===== config.mk =====
export PLATFORM = sky130hd
export DESIGN_NAME = retro_vm_opcode_decoder_core
export DESIGN_NICKNAME = d
export VERILOG_FILES = /design/src/hdl/rvmod_pkg.sv /design/src/hdl/rvmod_decode.sv /design/src/hdl/retro_vm_opcode_decoder_core.sv
export SDC_FILE = /design/constraint.sdc
export NUM_CORES = 1
export LEC_CHECK = 0
export BUFFER_PORTS_ARGS = -buffer_cell sky130_fd_sc_hd__buf_2
export CORE_AREA = 2 2 77 79
export CTS_CLUSTER_DIAMETER = 40
export DETAILED_ROUTE_END_ITERATION = 12
export DIE_AREA = 0 0 79 81
export GPL_TIMING_DRIVEN = 0
export PLACE_DENSITY = 0.78
export SLEW_MARGIN = 15
export SYNTH_ARGS = -nofsm -noshare
export SYNTH_HDL_FRONTEND = slang
export SYNTH_SLANG_ARGS = --single-unit

===== constraint.sdc =====
create_clock -name clk -period 3.2 [get_ports clk]
set_clock_uncertainty 0.05 [all_clocks]
set_input_delay 0.16 -clock clk [delete_from_list [all_inputs] [get_ports clk]]
set_output_delay 0.16 -clock clk [all_outputs]
set_load 0.01 [all_outputs]

===== src/hdl/rvmod_pkg.sv =====
// shared types and constants of the retro vm opcode decoder
package rvmod_pkg;

	// field widths
	localparam int WORD_W   = 16;
	localparam int OPID_W   = 6;
	localparam int NIB_W    = 4;
	localparam int NNN_W    = 12;
	localparam int KK_W     = 8;
	localparam int VAR_W    = 2;
	localparam int S_TDATA_W = 16;
	localparam int M_TDATA_W = 56;

	// machine variants
	typedef enum logic [VAR_W-1:0] {
		VAR_CLASSIC  = 2'd0,
		VAR_TWO_PAGE = 2'd1,
		VAR_EXTENDED = 2'd2,
		VAR_FURTHER  = 2'd3
	} variant_t;

	typedef logic [OPID_W-1:0] op_id_t;

	// operation identifiers
	localparam op_id_t OP_INVALID     = 6'd0;
	localparam op_id_t OP_CLS         = 6'd1;
	localparam op_id_t OP_RET         = 6'd2;
	localparam op_id_t OP_JP          = 6'd3;
	localparam op_id_t OP_CALL        = 6'd4;
	localparam op_id_t OP_SE_IMM      = 6'd5;
	localparam op_id_t OP_SNE_IMM     = 6'd6;
	localparam op_id_t OP_SE_REG      = 6'd7;
	localparam op_id_t OP_LD_IMM      = 6'd8;
	localparam op_id_t OP_ADD_IMM     = 6'd9;
	localparam op_id_t OP_LD_REG      = 6'd10;
	localparam op_id_t OP_OR          = 6'd11;
	localparam op_id_t OP_AND         = 6'd12;
	localparam op_id_t OP_XOR         = 6'd13;
	localparam op_id_t OP_ADD_REG     = 6'd14;
	localparam op_id_t OP_SUB         = 6'd15;
	localparam op_id_t OP_SHR         = 6'd16;
	localparam op_id_t OP_SUBN        = 6'd17;
	localparam op_id_t OP_SHL         = 6'd18;
	localparam op_id_t OP_SNE_REG     = 6'd19;
	localparam op_id_t OP_LD_I        = 6'd20;
	localparam op_id_t OP_JP_V0       = 6'd21;
	localparam op_id_t OP_RND         = 6'd22;
	localparam op_id_t OP_DRW         = 6'd23;
	localparam op_id_t OP_SKP         = 6'd24;
	localparam op_id_t OP_SKNP        = 6'd25;
	localparam op_id_t OP_LD_DT_RD    = 6'd26;
	localparam op_id_t OP_LD_KEY      = 6'd27;
	localparam op_id_t OP_LD_DT_WR    = 6'd28;
	localparam op_id_t OP_LD_ST       = 6'd29;
	localparam op_id_t OP_ADD_I       = 6'd30;
	localparam op_id_t OP_LD_FONT     = 6'd31;
	localparam op_id_t OP_BCD         = 6'd32;
	localparam op_id_t OP_STORE       = 6'd33;
	localparam op_id_t OP_LOAD        = 6'd34;
	localparam op_id_t OP_SCD         = 6'd35;
	localparam op_id_t OP_SCR         = 6'd36;
	localparam op_id_t OP_SCL         = 6'd37;
	localparam op_id_t OP_EXIT        = 6'd38;
	localparam op_id_t OP_LORES       = 6'd39;
	localparam op_id_t OP_HIRES       = 6'd40;
	localparam op_id_t OP_DRW16       = 6'd41;
	localparam op_id_t OP_LD_BIGFONT  = 6'd42;
	localparam op_id_t OP_STORE_FLAGS = 6'd43;
	localparam op_id_t OP_LOAD_FLAGS  = 6'd44;
	localparam op_id_t OP_SCU         = 6'd45;
	localparam op_id_t OP_SAVE_RANGE  = 6'd46;
	localparam op_id_t OP_LOAD_RANGE  = 6'd47;
	localparam op_id_t OP_LD_I_LONG   = 6'd48;
	localparam op_id_t OP_PLANE       = 6'd49;
	localparam op_id_t OP_AUDIO       = 6'd50;

	// decoded item handed from the decode logic to the result register
	typedef struct packed {
		op_id_t             op_id;
		logic [NIB_W-1:0]   reg_x;
		logic [NIB_W-1:0]   reg_y;
		logic [NIB_W-1:0]   nibble_n;
		logic [NNN_W-1:0]   addr_nnn;
		logic [KK_W-1:0]    byte_kk;
		logic [WORD_W-1:0]  word_echo;
		logic               invalid;
	} dec_res_t;

endpackage


===== src/hdl/rvmod_decode.sv =====
// combinational opcode decode with per-variant overrides
module rvmod_decode (
	input  logic [rvmod_pkg::WORD_W-1:0] word,
	input  rvmod_pkg::variant_t          variant,
	output rvmod_pkg::dec_res_t          res
);
	import rvmod_pkg::*;

	logic [3:0] top;
	logic [3:0] lo4;
	logic [7:0] kk;
	op_id_t     id_cls;
	op_id_t     id_ext;
	op_id_t     id_fur;
	op_id_t     id;

	assign top = word[15:12];
	assign lo4 = word[3:0];
	assign kk  = word[7:0];

	// classic opcode set
	always_comb begin
		id_cls = OP_INVALID;
		case (top)
			4'h0: begin
				if (word == 16'h00E0) id_cls = OP_CLS;
				else if (word == 16'h00EE) id_cls = OP_RET;
			end
			4'h1: id_cls = OP_JP;
			4'h2: id_cls = OP_CALL;
			4'h3: id_cls = OP_SE_IMM;
			4'h4: id_cls = OP_SNE_IMM;
			4'h5: if (lo4 == 4'h0) id_cls = OP_SE_REG;
			4'h6: id_cls = OP_LD_IMM;
			4'h7: id_cls = OP_ADD_IMM;
			4'h8: begin
				case (lo4)
					4'h0: id_cls = OP_LD_REG;
					4'h1: id_cls = OP_OR;
					4'h2: id_cls = OP_AND;
					4'h3: id_cls = OP_XOR;
					4'h4: id_cls = OP_ADD_REG;
					4'h5: id_cls = OP_SUB;
					4'h6: id_cls = OP_SHR;
					4'h7: id_cls = OP_SUBN;
					4'hE: id_cls = OP_SHL;
					default: id_cls = OP_INVALID;
				endcase
			end
			4'h9: if (lo4 == 4'h0) id_cls = OP_SNE_REG;
			4'hA: id_cls = OP_LD_I;
			4'hB: id_cls = OP_JP_V0;
			4'hC: id_cls = OP_RND;
			4'hD: id_cls = OP_DRW;
			4'hE: begin
				if (kk == 8'h9E) id_cls = OP_SKP;
				else if (kk == 8'hA1) id_cls = OP_SKNP;
			end
			default: begin
				case (kk)
					8'h07: id_cls = OP_LD_DT_RD;
					8'h0A: id_cls = OP_LD_KEY;
					8'h15: id_cls = OP_LD_DT_WR;
					8'h18: id_cls = OP_LD_ST;
					8'h1E: id_cls = OP_ADD_I;
					8'h29: id_cls = OP_LD_FONT;
					8'h33: id_cls = OP_BCD;
					8'h55: id_cls = OP_STORE;
					8'h65: id_cls = OP_LOAD;
					default: id_cls = OP_INVALID;
				endcase
			end
		endcase
	end

	// extended set overrides, zero when nothing matches
	always_comb begin
		id_ext = OP_INVALID;
		case (top)
			4'h0: begin
				if (word[15:4] == 12'h00C) id_ext = OP_SCD;
				else if (word == 16'h00FB) id_ext = OP_SCR;
				else if (word == 16'h00FC) id_ext = OP_SCL;
				else if (word == 16'h00FD) id_ext = OP_EXIT;
				else if (word == 16'h00FE) id_ext = OP_LORES;
				else if (word == 16'h00FF) id_ext = OP_HIRES;
			end
			4'hD: if (lo4 == 4'h0) id_ext = OP_DRW16;
			4'hF: begin
				if (kk == 8'h30) id_ext = OP_LD_BIGFONT;
				else if (kk == 8'h75) id_ext = OP_STORE_FLAGS;
				else if (kk == 8'h85) id_ext = OP_LOAD_FLAGS;
			end
			default: id_ext = OP_INVALID;
		endcase
	end

	// further extended set overrides, zero when nothing matches
	always_comb begin
		id_fur = OP_INVALID;
		case (top)
			4'h0: if (word[15:4] == 12'h00D) id_fur = OP_SCU;
			4'h5: begin
				if (lo4 == 4'h2) id_fur = OP_SAVE_RANGE;
				else if (lo4 == 4'h3) id_fur = OP_LOAD_RANGE;
			end
			4'hF: begin
				if (word == 16'hF000) id_fur = OP_LD_I_LONG;
				else if (kk == 8'h01) id_fur = OP_PLANE;
				else if (kk == 8'h02) id_fur = OP_AUDIO;
			end
			default: id_fur = OP_INVALID;
		endcase
	end

	// later overrides win
	always_comb begin
		id = id_cls;
		if (variant == VAR_TWO_PAGE && word == 16'h0230) id = OP_CLS;
		if ((variant == VAR_EXTENDED || variant == VAR_FURTHER) && id_ext != OP_INVALID)
			id = id_ext;
		if (variant == VAR_FURTHER && id_fur != OP_INVALID) id = id_fur;
	end

	// operand fields are always sliced from the word
	always_comb begin
		res.op_id     = id;
		res.reg_x     = word[11:8];
		res.reg_y     = word[7:4];
		res.nibble_n  = word[3:0];
		res.addr_nnn  = word[11:0];
		res.byte_kk   = word[7:0];
		res.word_echo = word;
		res.invalid   = (id == OP_INVALID);
	end

endmodule


===== src/hdl/retro_vm_opcode_decoder_core.sv =====
// top level of the retro vm opcode decoder: input register, decode, result register
//
//  channel | direction | handshake              | payload
//  s       | in        | s_tvalid / s_tready    | s_tdata: instr_word
//  m       | out       | m_tvalid / m_tready    | m_tdata: operation and operands, m_tuser: invalid
//  cfg     | in        | cfg_valid / cfg_ready  | cfg_data: machine_variant
//
// one item per cycle sustained while m_tready is high; a taken item passes the input register,
// then the result register, before its result is on m
// arst_n clears the variant to classic and empties both stages
// a stalled output holds the result register; the input register still fills behind it
module retro_vm_opcode_decoder_core (
	input  logic                                 clk,
	input  logic                                 arst_n,
	input  logic                                 s_tvalid,
	output logic                                 s_tready,
	input  logic [rvmod_pkg::S_TDATA_W-1:0]      s_tdata,   // [15:0] instr_word
	output logic                                 m_tvalid,
	input  logic                                 m_tready,
	// [5:0] op_id, [9:6] reg_x, [13:10] reg_y, [17:14] nibble_n, [29:18] addr_nnn,
	// [37:30] byte_kk, [53:38] word_echo, [55:54] zero
	output logic [rvmod_pkg::M_TDATA_W-1:0]      m_tdata,
	output logic                                 m_tuser,   // [0] invalid
	input  logic                                 cfg_valid,
	output logic                                 cfg_ready,
	input  logic [rvmod_pkg::VAR_W-1:0]          cfg_data   // [1:0] machine_variant
);
	import rvmod_pkg::*;

	variant_t              variant_q;
	logic                  valid_s1;
	logic [WORD_W-1:0]     word_s1;
	logic                  valid_s2;
	dec_res_t              res_s2;
	dec_res_t              dec_res;
	logic                  adv_s2;

	// configuration register
	assign cfg_ready = 1'b1;

	always_ff @(posedge clk or negedge arst_n) begin
		if (!arst_n) begin
			variant_q <= VAR_CLASSIC;
		end else if (cfg_valid) begin
			variant_q <= variant_t'(cfg_data);
		end
	end

	// stage handshake
	assign adv_s2   = !valid_s2 || m_tready;
	assign s_tready = !valid_s1 || adv_s2;

	// input register
	always_ff @(posedge clk or negedge arst_n) begin
		if (!arst_n) begin
			valid_s1 <= 1'b0;
		end else if (s_tready) begin
			valid_s1 <= s_tvalid;
		end
	end

	always_ff @(posedge clk) begin
		if (s_tready && s_tvalid) begin
			word_s1 <= s_tdata;
		end
	end

	// decode
	rvmod_decode u_decode (
		.word    (word_s1),
		.variant (variant_q),
		.res     (dec_res)
	);

	// result register
	always_ff @(posedge clk or negedge arst_n) begin
		if (!arst_n) begin
			valid_s2 <= 1'b0;
		end else if (adv_s2) begin
			valid_s2 <= valid_s1;
		end
	end

	always_ff @(posedge clk) begin
		if (adv_s2 && valid_s1) begin
			res_s2 <= dec_res;
		end
	end

	// output packing
	assign m_tvalid = valid_s2;
	assign m_tdata  = {2'b00, res_s2.word_echo, res_s2.byte_kk, res_s2.addr_nnn,
		res_s2.nibble_n, res_s2.reg_y, res_s2.reg_x, res_s2.op_id};
	assign m_tuser  = res_s2.invalid;

endmodule


==> results of run 1 <==
==> per-layer routing <==
| layer | share of wire | vias to the layer above | track usage |
|---|---|---|---|
| met5 | 0 | - | 0 |
| met4 | 0.012 | 0 | 0.05517 |
| met3 | 0.074 | 8 | 0.03333 |
| met2 | 0.51 | 105 | 0.3729 |
| met1 | 0.40 | 1095 | 0.2660 |
| li1 | - | 1156 | - |
==> Yosys cell counts, drive strengths merged (6+ instances only) <==
| cell type | instances | area (µm²) |
|---|---|---|
| edfxtp | 39 | 1171 |
| buf | 38 | 275.3 |
| nor2 | 21 | 78.83 |
| nand2 | 20 | 75.07 |
| o21ai | 16 | 83.83 |
| clkbuf | 10 | 37.54 |
| nand2b | 8 | 50.05 |
| nor3 | 8 | 40.04 |
| a21oi | 7 | 35.03 |
| inv | 6 | 22.52 |
| nor4 | 6 | 43.79 |
==> area by class of cell <==
cell class | count | area share
well taps | 75 | 0.02640
repair buffers | 96 | 0.1591
clock inverters | 3 | 0.01197
multi-input cells | 169 | 0.3031
clock buffers | 5 | 0.01936
flip-flops and latches | 48 | 0.3858
inverters | 6 | 0.006336
plain buffers | 48 | 0.08800
==> worst max path at each step <==
stage / slack [ns] / startpoint / endpoint / depth (start not counted)
2_1_floorplan: 0.57 / word_s1[15]$_DFFE_PP_ / m_tuser$_DFFE_PP_ / 7
3_3_place_gp: 0.38 / word_s1[8]$_DFFE_PP_ / m_tuser$_DFFE_PP_ / 7
3_5_place_dp: 0.39 / word_s1[15]$_DFFE_PP_ / m_tuser$_DFFE_PP_ / 7
4_1_cts: 0.37 / word_s1[8]$_DFFE_PP_ / m_tuser$_DFFE_PP_ / 7
5_1_grt: 0.13 / word_s1[15]$_DFFE_PP_ / m_tuser$_DFFE_PP_ / 8
6_report: 0.37 / word_s1[15]$_DFFE_PP_ / m_tuser$_DFFE_PP_ / 7
==> cell families after synthesis <==
kind of cell    count (synthesis)
xor+xnor                        4
flops                          48
buf+inv                        54
other cells                     2
compound gates                 49
mux                             7
fa+ha+maj                       2
simple gates                  104
==> worst register-to-register path, stage by stage (launching register included) <==
cell	delay (ns)
edfxtp_1	0.47
or4_1	0.53
buf_2	0.18
or3_4	0.39
o311a_1	0.30
or4_1	0.49
nand3_1	0.12
nor4_2	0.06
==> per-stage QoR <==
step | cell area [µm²] | util | hold WS (ns) | total power (µW)
after global routing | 3555 | 0.6263 | 0.01328 | 1568
after CTS | 3555 | 0.6263 | 0.004793 | 1505
after global placement | 3273 | 0.5767 | -0.07161 | 1057
after floorplan | 2784 | - | -0.1856 | 960.0
after detailed placement | 3273 | 0.5767 | -0.07117 | 1063
final | 3555 | 0.6263 | 0.006182 | 1500
==> power by group through the flow <==
stage                     Combinational, µW  Sequential, µW  Clock, µW
after detailed placement                281             782          0
after floorplan                         174             786          0
after CTS                               298             768        439
after global routing                    328             775        464
after global placement                  277             780          0
final                                   298             768        434
==> metrics.md, run 1 <==
| Metric | Value |
|---|---|
| Status | `complete, no violations` |
| Arr. time, crit path | `2.84 ns` |
| CP Class | `reg -> reg` |
| CP Buf/Inv Count | `1` |
| # rows | `28` |
| Clk_lat worst skew | `0.31 ns` |
| Worst reg2reg path depth | `7` |
| Final Cycle Share | `0.8850` |
| PortBufs | `79` |
| Main combinational cell family by area after synthesis | `simple AND/OR/NAND/NOR gates` |
| Net Sw Power | `389.6 µW` |
| # clock sinks | `48` |
| CTS tree | `built` |
| Worst Max-Slew Pin Slew | `1.023 ns` |
| Multi-input gate area | `1077 µm²` |
| Most used cell, CP | `or4_1` |
| Die height | `81 µm` |
| Average size of a mapped cell | `10.30 µm²` |
| Clock Power Share | `0.290` |
| Minimum clock period | `2.832 ns` |
| NumNets Final | `399` |
| Max Freq | `353.1 MHz` |
| GRT Overall Usage | `0.2091` |
| Reg2reg end | `m_tuser$_DFFE_PP_` |
| Pre-CTS worst setup slack | `0.3882 ns` |
| Routed len/inst | `14.17 µm` |
| Num CTS Buffers | `5` |
| Post-synth cell types | `60` |
| Layout Area Growth over Synthesis | `27.86%` |
| Die span in x | `79 µm` |
| Post-CTS Setup Inserts | `0` |
| Layout cells sized above 1 | `0.3600` |
| YS warnings | `0` |
| Mux cell area share after synthesis | `0.02655` |
| Resized cells post-CTS | `0` |
| XOR/XNOR Fraction of Synth Area | `0.01260` |
| Worst min-delay path startpoint | `s_tvalid` |
| Adder-cell share of the synthesized area | `0.009001` |
| TritonRoute pass-1 iters | `5` |
| Hold crit path type | `in -> reg` |
| MaxCap Viol Count | `0` |
| Comb power frac | `0.199` |
| Crit-path cells | `or4_1 -> buf_2 -> or3_4 -> o311a_1 -> or4_1 -> nand3_1 -> nor4_2` |
| Crit Reg-Reg Startpoint | `word_s1[15]$_DFFE_PP_` |
| RePlAce Congestion | `0.9149` |
| Final hold violation count | `0` |
| Max-Slew Margin vs Limit | `0.3181` |
| Hpwl dp | `4764 µm` |
| Worst setup EP type | `flop` |
| Slew Limit Fails | `0` |
| Core Area | `5675 µm²` |
| Finish-stage setup viols | `0` |
| IO Pins | `83` |
| Number of routed nets with antenna violations | `0` |
| CP max-delay cell | `or4_1` |
| Initial antenna violation count | `0` |
| Synth Register Bits | `48` |
| Compound-Gate Fraction of Synth Area | `0.1229` |
| Worst Path Max Fanout | `6` |
| Number of flops mapped to enable cells by yosys | `39` |
| Reg power frac | `0.512` |
| CP delay by family, top | `simple AND/OR/NAND/NOR gates` |
| Leakage | `0.001499 µW` |
| Starting density of the core | `0.4899` |
| CTS Hold Bufs | `17` |
| Finished Layout Cells | `450` |
| Cells after Synth | `270` |
| Diodes inserted | `0` |
| Total gr overflow | `0` |
| Switching Share | `0.2597` |
| Register area share after synthesis | `0.4932` |
| Flop2flop setup slack | `0.37 ns` |
| Fillers | `491` |
| Placed cell count | `425` |
| Initial DRC count | `123` |
| Number of global-route vias before repair | `2,105` |
| Max rail drop VDD | `0.2524 mV` |
| Most frequent cells in the layout | `buf_2, edfxtp_1, buf_4` |
| Critical path required time | `3.21 ns` |
| RSZ-0062 raised after global routing | `no` |
| Vias/cell | `5.253` |
| First-pass GRT wire length | `10,290 µm` |
| Simple-gate share of the synthesized area | `0.2124` |
| Drc violations | `0` |
| Setup tns final | `0 ns` |
| Mapped cell area | `2780 µm²` |
| FFs w/ async S/R, synth | `0.08333` |
| WL final | `6377 µm` |
| CP peak stage delay | `0.53 ns` |
| Int Power | `1110 µW` |
| Worst Hold End | `valid_s1$_DFFE_PN0N_` |
| Commonest non-fill, non-tap cell in the layout | `buf_2` |
| Clk root buf | `clkbuf_8` |
| Pin count of the biggest net entering global routing | `24` |
| H-tree levels | `2` |
| Full die area | `6399 µm²` |
| FF/Latch Area | `1371 µm²` |
| Worst setup margin | `0.3680 ns` |
| Hold Path Cell Cnt | `2` |
| Reg clk slew, reported paths | `0.08 ns` |
| Critical Path Source Type | `flop` |
| Pwr dens | `422.0 nW/µm²` |
| Clock buffer depth | `2` |
| Top FF cell, synth | `edfxtp_1` |
| Vias | `2,364` |
Note: power is estimated with default switching activity, not from simulation.
==> run 2: changes to the inputs <==
--- a/config.mk
+++ b/config.mk
@@ -11,7 +11,8 @@
 export DETAILED_ROUTE_END_ITERATION = 12
 export DIE_AREA = 0 0 79 81
 export GPL_TIMING_DRIVEN = 0
-export PLACE_DENSITY = 0.78
+export PLACE_DENSITY_LB_ADDON = 0.25
+export REMOVE_ABC_BUFFERS = 1
 export SLEW_MARGIN = 15
 export SYNTH_ARGS = -nofsm -noshare
 export SYNTH_HDL_FRONTEND = slang
==> run 2 against run 1 <==
Effect of this change: via count fell by 8.9%; first-iteration DRC count rose by 46%; largest cell class unchanged; non-clock buffer count fell by 48; cell area fell by 9.2%; sequential power rose by 2%; final cell count fell by 11%; flip-flop and latch count did not move; maximum frequency fell by 7.1%; combinational power fell by 23%; routed wire length fell by 9.6%.
==> metrics.md, run 2 (synthesis gave the netlist of run 1 again) <==
| Metric | Value |
|---|---|
| Vias | `2,154 (was 2,364)` |
| Pwr dens | `430.5 nW/µm² (was 422.0 nW/µm²)` |
| Reg clk slew, reported paths | `0.09 ns (was 0.08 ns)` |
| Pin count of the biggest net entering global routing | `24 (unchanged)` |
| Max Freq | `328.1 MHz (was 353.1 MHz)` |
| Fillers | `529 (was 491)` |
| Die span in x | `79 µm (unchanged)` |
| Hpwl dp | `4242 µm (was 4764 µm)` |
| CP peak stage delay | `0.72 ns (was 0.53 ns)` |
| Worst setup EP type | `flop (unchanged)` |
| Max-Slew Margin vs Limit | `0.3464 (was 0.3181)` |
| Crit Reg-Reg Startpoint | `word_s1[14]$_DFFE_PP_ (was word_s1[15]$_DFFE_PP_)` |
| Status | `complete, no violations (unchanged)` |
| Final Cycle Share | `0.9523 (was 0.8850)` |
| Hold crit path type | `in -> reg (unchanged)` |
| Die height | `81 µm (unchanged)` |
| Final hold violation count | `0 (unchanged)` |
| NumNets Final | `351 (was 399)` |
| Initial antenna violation count | `0 (unchanged)` |
| CP max-delay cell | `or4_1 (unchanged)` |
| PortBufs | `79 (unchanged)` |
| Max rail drop VDD | `0.2465 mV (was 0.2524 mV)` |
| WL met3 | `466 µm (was 471 µm)` |
| Clk root buf | `clkbuf_8 (unchanged)` |
| Core Area | `5675 µm² (unchanged)` |
| Crit-path cells | `or4_1 -> or3_4 -> o311a_1 -> or4_1 -> nand3_1 -> nor4_2 (was or4_1 -> buf_2 -> or3_4 -> o311a_1 -> or4_1 -> nand3_1 -> nor4_2)` |
| Flop2flop setup slack | `0.15 ns (was 0.37 ns)` |
| Diodes inserted | `0 (unchanged)` |
| Commonest non-fill, non-tap cell in the layout | `buf_2 (unchanged)` |
| Starting density of the core | `0.4899 (unchanged)` |
| RSZ-0062 raised after global routing | `no (unchanged)` |
| First-pass GRT wire length | `9183 µm (was 10,290 µm)` |
| Critical Path Source Type | `flop (unchanged)` |
| Worst Max-Slew Pin Slew | `0.9804 ns (was 1.023 ns)` |
| Layout cells sized above 1 | `0.3028 (was 0.3600)` |
| Layout Area Growth over Synthesis | `16.16% (was 27.86%)` |
| # clock sinks | `48 (unchanged)` |
| Vias/cell | `5.358 (was 5.253)` |
| IO Pins | `83 (unchanged)` |
| Number of global-route vias before repair | `1,880 (was 2,105)` |
| CP delay by family, top | `simple AND/OR/NAND/NOR gates (unchanged)` |
| Post-Route M1 WL | `2382 µm (was 2573 µm)` |
| Drc violations | `0 (unchanged)` |
| Initial DRC count | `180 (was 123)` |
| CTS tree | `built (unchanged)` |
| Reg2reg end | `m_tuser$_DFFE_PP_ (unchanged)` |
| Critical path required time | `3.20 ns (was 3.21 ns)` |
| Finish-stage setup viols | `0 (unchanged)` |
| Setup crit start | `word_s1[14]$_DFFE_PP_ (was word_s1[15]$_DFFE_PP_)` |
| Clock buffer depth | `2 (unchanged)` |
| Met2 WL | `2830 µm (was 3256 µm)` |
| Worst reg2reg path depth | `6 (was 7)` |
| WL final | `5766 µm (was 6377 µm)` |
| CP Depth | `6 (was 7)` |
| MaxCap Viol Count | `0 (unchanged)` |
| CP Class | `reg -> reg (unchanged)` |
| Top Layer Used | `met4 (unchanged)` |
| Full die area | `6399 µm² (unchanged)` |
| RePlAce Congestion | `0.8968 (was 0.9149)` |
| Most frequent cells in the layout | `buf_2, edfxtp_1, nor2_1 (was buf_2, edfxtp_1, buf_4)` |
| Leakage | `0.001304 µW (was 0.001499 µW)` |
| Minimum clock period | `3.047 ns (was 2.832 ns)` |
| Routed len/inst | `14.34 µm (was 14.17 µm)` |
| Hold WS | `0.006625 ns (was 0.006182 ns)` |
| Critical Path End | `m_tuser$_DFFE_PP_ (unchanged)` |
| H-tree levels | `2 (unchanged)` |
| Arr. time, crit path | `3.05 ns (was 2.84 ns)` |
| Setup tns final | `0 ns (unchanged)` |
| Number of routed nets with antenna violations | `0 (unchanged)` |
| Clk_lat worst skew | `0.30 ns (was 0.31 ns)` |
| Total gr overflow | `0 (unchanged)` |
| Fin area | `3229 µm² (was 3555 µm²)` |
| CP Buf/Inv Count | `0 (was 1)` |
| Worst Path Max Fanout | `15 (was 6)` |
| # rows | `28 (unchanged)` |
| Most used cell, CP | `or4_1 (unchanged)` |
| Num CTS Buffers | `5 (unchanged)` |
| Slew Limit Fails | `0 (unchanged)` |
| GRT Overall Usage | `0.1859 (was 0.2091)` |
| TritonRoute pass-1 iters | `5 (unchanged)` |
| Post-DP Area | `2960 µm² (was 3273 µm²)` |
==> run 2: per-layer routing <==
layer / up-vias / track usage
li1: 1066 / -
met1: 982 / 0.2444
met2: 98 / 0.3136
met3: 8 / 0.03778
met4: 0 / 0.05345
met5: - / 0
==> run 2: power by group <==
group / total (µW) / leakage [µW] / switching, µW / internal [µW]
combinational: 230 / 0.000796 / 124 / 106
sequential: 785 / 0.000463 / 49.8 / 735
clock: 375 / 0.0000445 / 199 / 176
==> run 2: final cells by class <==
type	count	area (µm²)	share of cell area
clock buffers	7	86.33	0.02673
clock inverters	1	7.507	0.002325
inverters	6	22.52	0.006974
multi-input cells	169	1082	0.3351
flip-flops and latches	48	1371	0.4246
well taps	75	93.84	0.02906
repair buffers	96	565.5	0.1751
==> run 2: timing repair <==
item	CTS	global route
gates resized for setup	0	1
setup buffers	0	0
setup endpoints to repair	0	1
hold buffers	16	1
endpoints found under the hold margin	19	1
==> run 2: stage by stage <==
step	power [µW]	setup WS, ns	instances	util
after global routing	1456	0.08700	402	0.5690
after detailed placement	1015	0.2106	377	0.5216
after floorplan	915.2	0.4605	223	-
after CTS	1396	0.1956	401	0.5664
final	1390	0.1526	402	0.5690
after global placement	1011	0.2080	377	0.5216
==> run 2: worst min path at each step <==
| stage | startpoint | to | depth (start not counted) | slack [ns] |
|---|---|---|---|---|
| floorplan | arst_n | m_tvalid$_DFFE_PN0P_ | 0 | -0.19 |
| global placement | arst_n | valid_s1$_DFFE_PN0N_ | 1 | -0.08 |
| detailed placement | arst_n | valid_s1$_DFFE_PN0N_ | 1 | -0.08 |
| CTS | s_tdata[2] | word_s1[2]$_DFFE_PP_ | 1 | 0.004 |
| global route | cfg_data[0] | variant_q[0]$_DFFE_PN0P_ | 2 | 0.03 |
| finish | cfg_valid | variant_q[1]$_DFFE_PN0P_ | 2 | 0.007 |
==> run 3: changes to the inputs <==
==> constraint.sdc (replaced) <==
create_clock -name clk -period 2.9 [get_ports clk]
set_clock_uncertainty 0.05 [all_clocks]
set_input_delay 0.145 -clock clk [delete_from_list [all_inputs] [get_ports clk]]
set_output_delay 0.145 -clock clk [all_outputs]
set_load 0.01 [all_outputs]
==> run 3 against run 2 <==
Effect of this change: final cell count is 5.5% higher; cell area increased by 5.4%; die area is the same; count of clock-buffer cells in the layout stayed put; first-iteration DRC count is 15% lower; the run now ends with hold timing left; utilization rose by 3.1 points; flip-flop and latch count did not move.
==> metrics.md, run 3 (synthesis gave the netlist of run 1 again) <==
| Metric | Value |
|---|---|
| Hold crit path type | `in -> reg (unchanged)` |
| H-tree levels | `2 (unchanged)` |
| Layout cells sized above 1 | `0.3438 (was 0.3028)` |
| Final Cycle Share | `0.9715 (was 0.9523)` |
| # clock sinks | `48 (unchanged)` |
| Final design utilization | `0.5996 (was 0.5690)` |
| Leakage | `0.001410 µW (was 0.001304 µW)` |
| Vias/cell | `5.344 (was 5.358)` |
| Placed cell count | `377 (unchanged)` |
| Hpwl dp | `4242 µm (unchanged)` |
| Number of routed nets with antenna violations | `0 (unchanged)` |
| Clk_lat worst skew | `0.30 ns (about the same)` |
| Die height | `81 µm (unchanged)` |
| Worst Max-Slew Pin Slew | `1.000 ns (was 0.9804 ns)` |
| Minimum clock period | `2.817 ns (was 3.047 ns)` |
| Commonest non-fill, non-tap cell in the layout | `buf_2 (unchanged)` |
| Critical Path Source Type | `flop (unchanged)` |
| First-pass GRT wire length | `9321 µm (was 9183 µm)` |
| Num CTS Buffers | `5 (unchanged)` |
| NumNets Final | `373 (was 351)` |
| Full die area | `6399 µm² (unchanged)` |
| Max rail drop VDD | `0.2936 mV (was 0.2465 mV)` |
| Most frequent cells in the layout | `buf_2, edfxtp_1, nor2_1 (unchanged)` |
| Slew Limit Fails | `0 (unchanged)` |
| Critical path required time | `2.90 ns (was 3.20 ns)` |
| Clk root buf | `clkbuf_8 (unchanged)` |
| Vias | `2,266 (was 2,154)` |
| Routed len/inst | `14.25 µm (was 14.34 µm)` |
| Core Area | `5675 µm² (unchanged)` |
| Die span in x | `79 µm (unchanged)` |
| IO Pins | `83 (unchanged)` |
| Max-Slew Margin vs Limit | `0.3334 (was 0.3464)` |
| Drc violations | `0 (unchanged)` |
| Layout Area Growth over Synthesis | `22.41% (was 16.16%)` |
| Final hold violation count | `1 (was 0)` |
| RePlAce Congestion | `0.8968 (unchanged)` |
| Max Freq | `354.9 MHz (was 328.1 MHz)` |
| Setup tns final | `0 ns (unchanged)` |
| Number of global-route vias before repair | `1,933 (was 1,880)` |
| Clock buffer depth | `2 (unchanged)` |
| TritonRoute pass-1 iters | `4 (was 5)` |
| CP Class | `reg -> reg (unchanged)` |
| PortBufs | `79 (unchanged)` |
| RSZ-0062 raised after global routing | `no (unchanged)` |
| GRT Overall Usage | `0.1883 (was 0.1859)` |
| Finished Layout Cells | `424 (was 402)` |
| Hold WS | `-0.002062 ns (was 0.006625 ns)` |
| # rows | `28 (unchanged)` |
| Initial antenna violation count | `0 (unchanged)` |
| Failing checks | `hold timing` |
| MaxCap Viol Count | `0 (unchanged)` |
| Initial DRC count | `153 (was 180)` |
| Pin count of the biggest net entering global routing | `24 (unchanged)` |
| Pwr dens | `459.7 nW/µm² (was 430.5 nW/µm²)` |
| Finish-stage setup viols | `0 (unchanged)` |
| Diodes inserted | `0 (unchanged)` |
| Total gr overflow | `0 (unchanged)` |
| Arr. time, crit path | `2.82 ns (was 3.05 ns)` |
| Status | `finished, violations left (was complete, no violations)` |
| Worst setup EP type | `flop (unchanged)` |
| Worst Path Max Fanout | `6 (was 15)` |
| CTS tree | `built (unchanged)` |
| Starting density of the core | `0.4899 (unchanged)` |
| Reg clk slew, reported paths | `0.09 ns (about the same)` |
| WL final | `6041 µm (was 5766 µm)` |
[run 3: cell types whose count changed in the layout (fill, tap and decap cells not counted)]
cell,delta
buf_4,+20
dlygate4sd3_1,+2
or4_4,+1
or4_1,-1
[run 3: path summary, 6_finish.rpt]
| path | startpoint | endpoint | slack, ns | depth (start not counted) |
|---|---|---|---|---|
| worst min register to register | valid_s1$_DFFE_PN0N_ | m_tvalid$_DFFE_PN0P_ | 0.43 | 1 |
| min in group asynchronous | arst_n | m_tvalid$_DFFE_PN0P_ | 0.12 | 2 |
| worst max register to register | word_s1[15]$_DFFE_PP_ | m_tuser$_DFFE_PP_ | 0.08 | 6 |
| worst min-delay path | cfg_data[1] | variant_q[1]$_DFFE_PN0P_ | -0.002 | 3 |
| worst max-delay path | word_s1[15]$_DFFE_PP_ | m_tuser$_DFFE_PP_ | 0.08 | 6 |
| max in group asynchronous | arst_n | valid_s1$_DFFE_PN0N_ | 2.56 | 2 |
[run 3: final cells by class]
cell class,count,area [µm²]
multi-input combinational,169,1086
clock inverter,1,7.507
tap,75,93.84
clock buffer,7,86.33
fill,515,2272
inverter,6,22.52
sequential,48,1371
timing repair buffer,118,735.7
[run 3: timing repair]
action / 4_1_cts / 5_1_grt
gates resized for setup: 0 / 2
setup endpoints to repair: 1 / 3
hold buffers: 19 / 0
hold endpoints to repair: 22 / 0
setup buffers: 4 / 16
[run 3: worst max-delay path: stages, from the launching register on]
cell and delay, ns:
edfxtp_1 0.42, or4_1 0.68, or3_4 0.45, o311a_1 0.30
or4_1 0.49, nand3_1 0.12, nor4_2 0.06
[run 3: report_power, final]
part           switching, µW  total, µW  internal [µW]  leakage [µW]
clock network            223        417            194     0.0000445
registers               39.6        851            811      0.000463
logic                    159        297            138      0.000902
total                    421       1560           1140       0.00141
[run 3: routing by layer]
metal  GRT usage  part of all wire
met5           0                 0
met4     0.05517             0.017
met3     0.04111             0.073
met2      0.3212              0.50
met1      0.2423              0.41
[run 3: per-stage QoR]
step | hold slack [ns] | total power (µW) | instance area (µm²) | worst slack [ns]
final | -0.002062 | 1565 | 3403 | 0.08257
after global routing | 0.01685 | 1634 | 3403 | 0.02087
after CTS | 0.001937 | 1548 | 3274 | 0.01051
after detailed placement | -0.09349 | 1120 | 2960 | -0.08943
after global placement | -0.09568 | 1116 | 2960 | -0.09199
after floorplan | -0.2006 | 1010 | 2471 | 0.1605
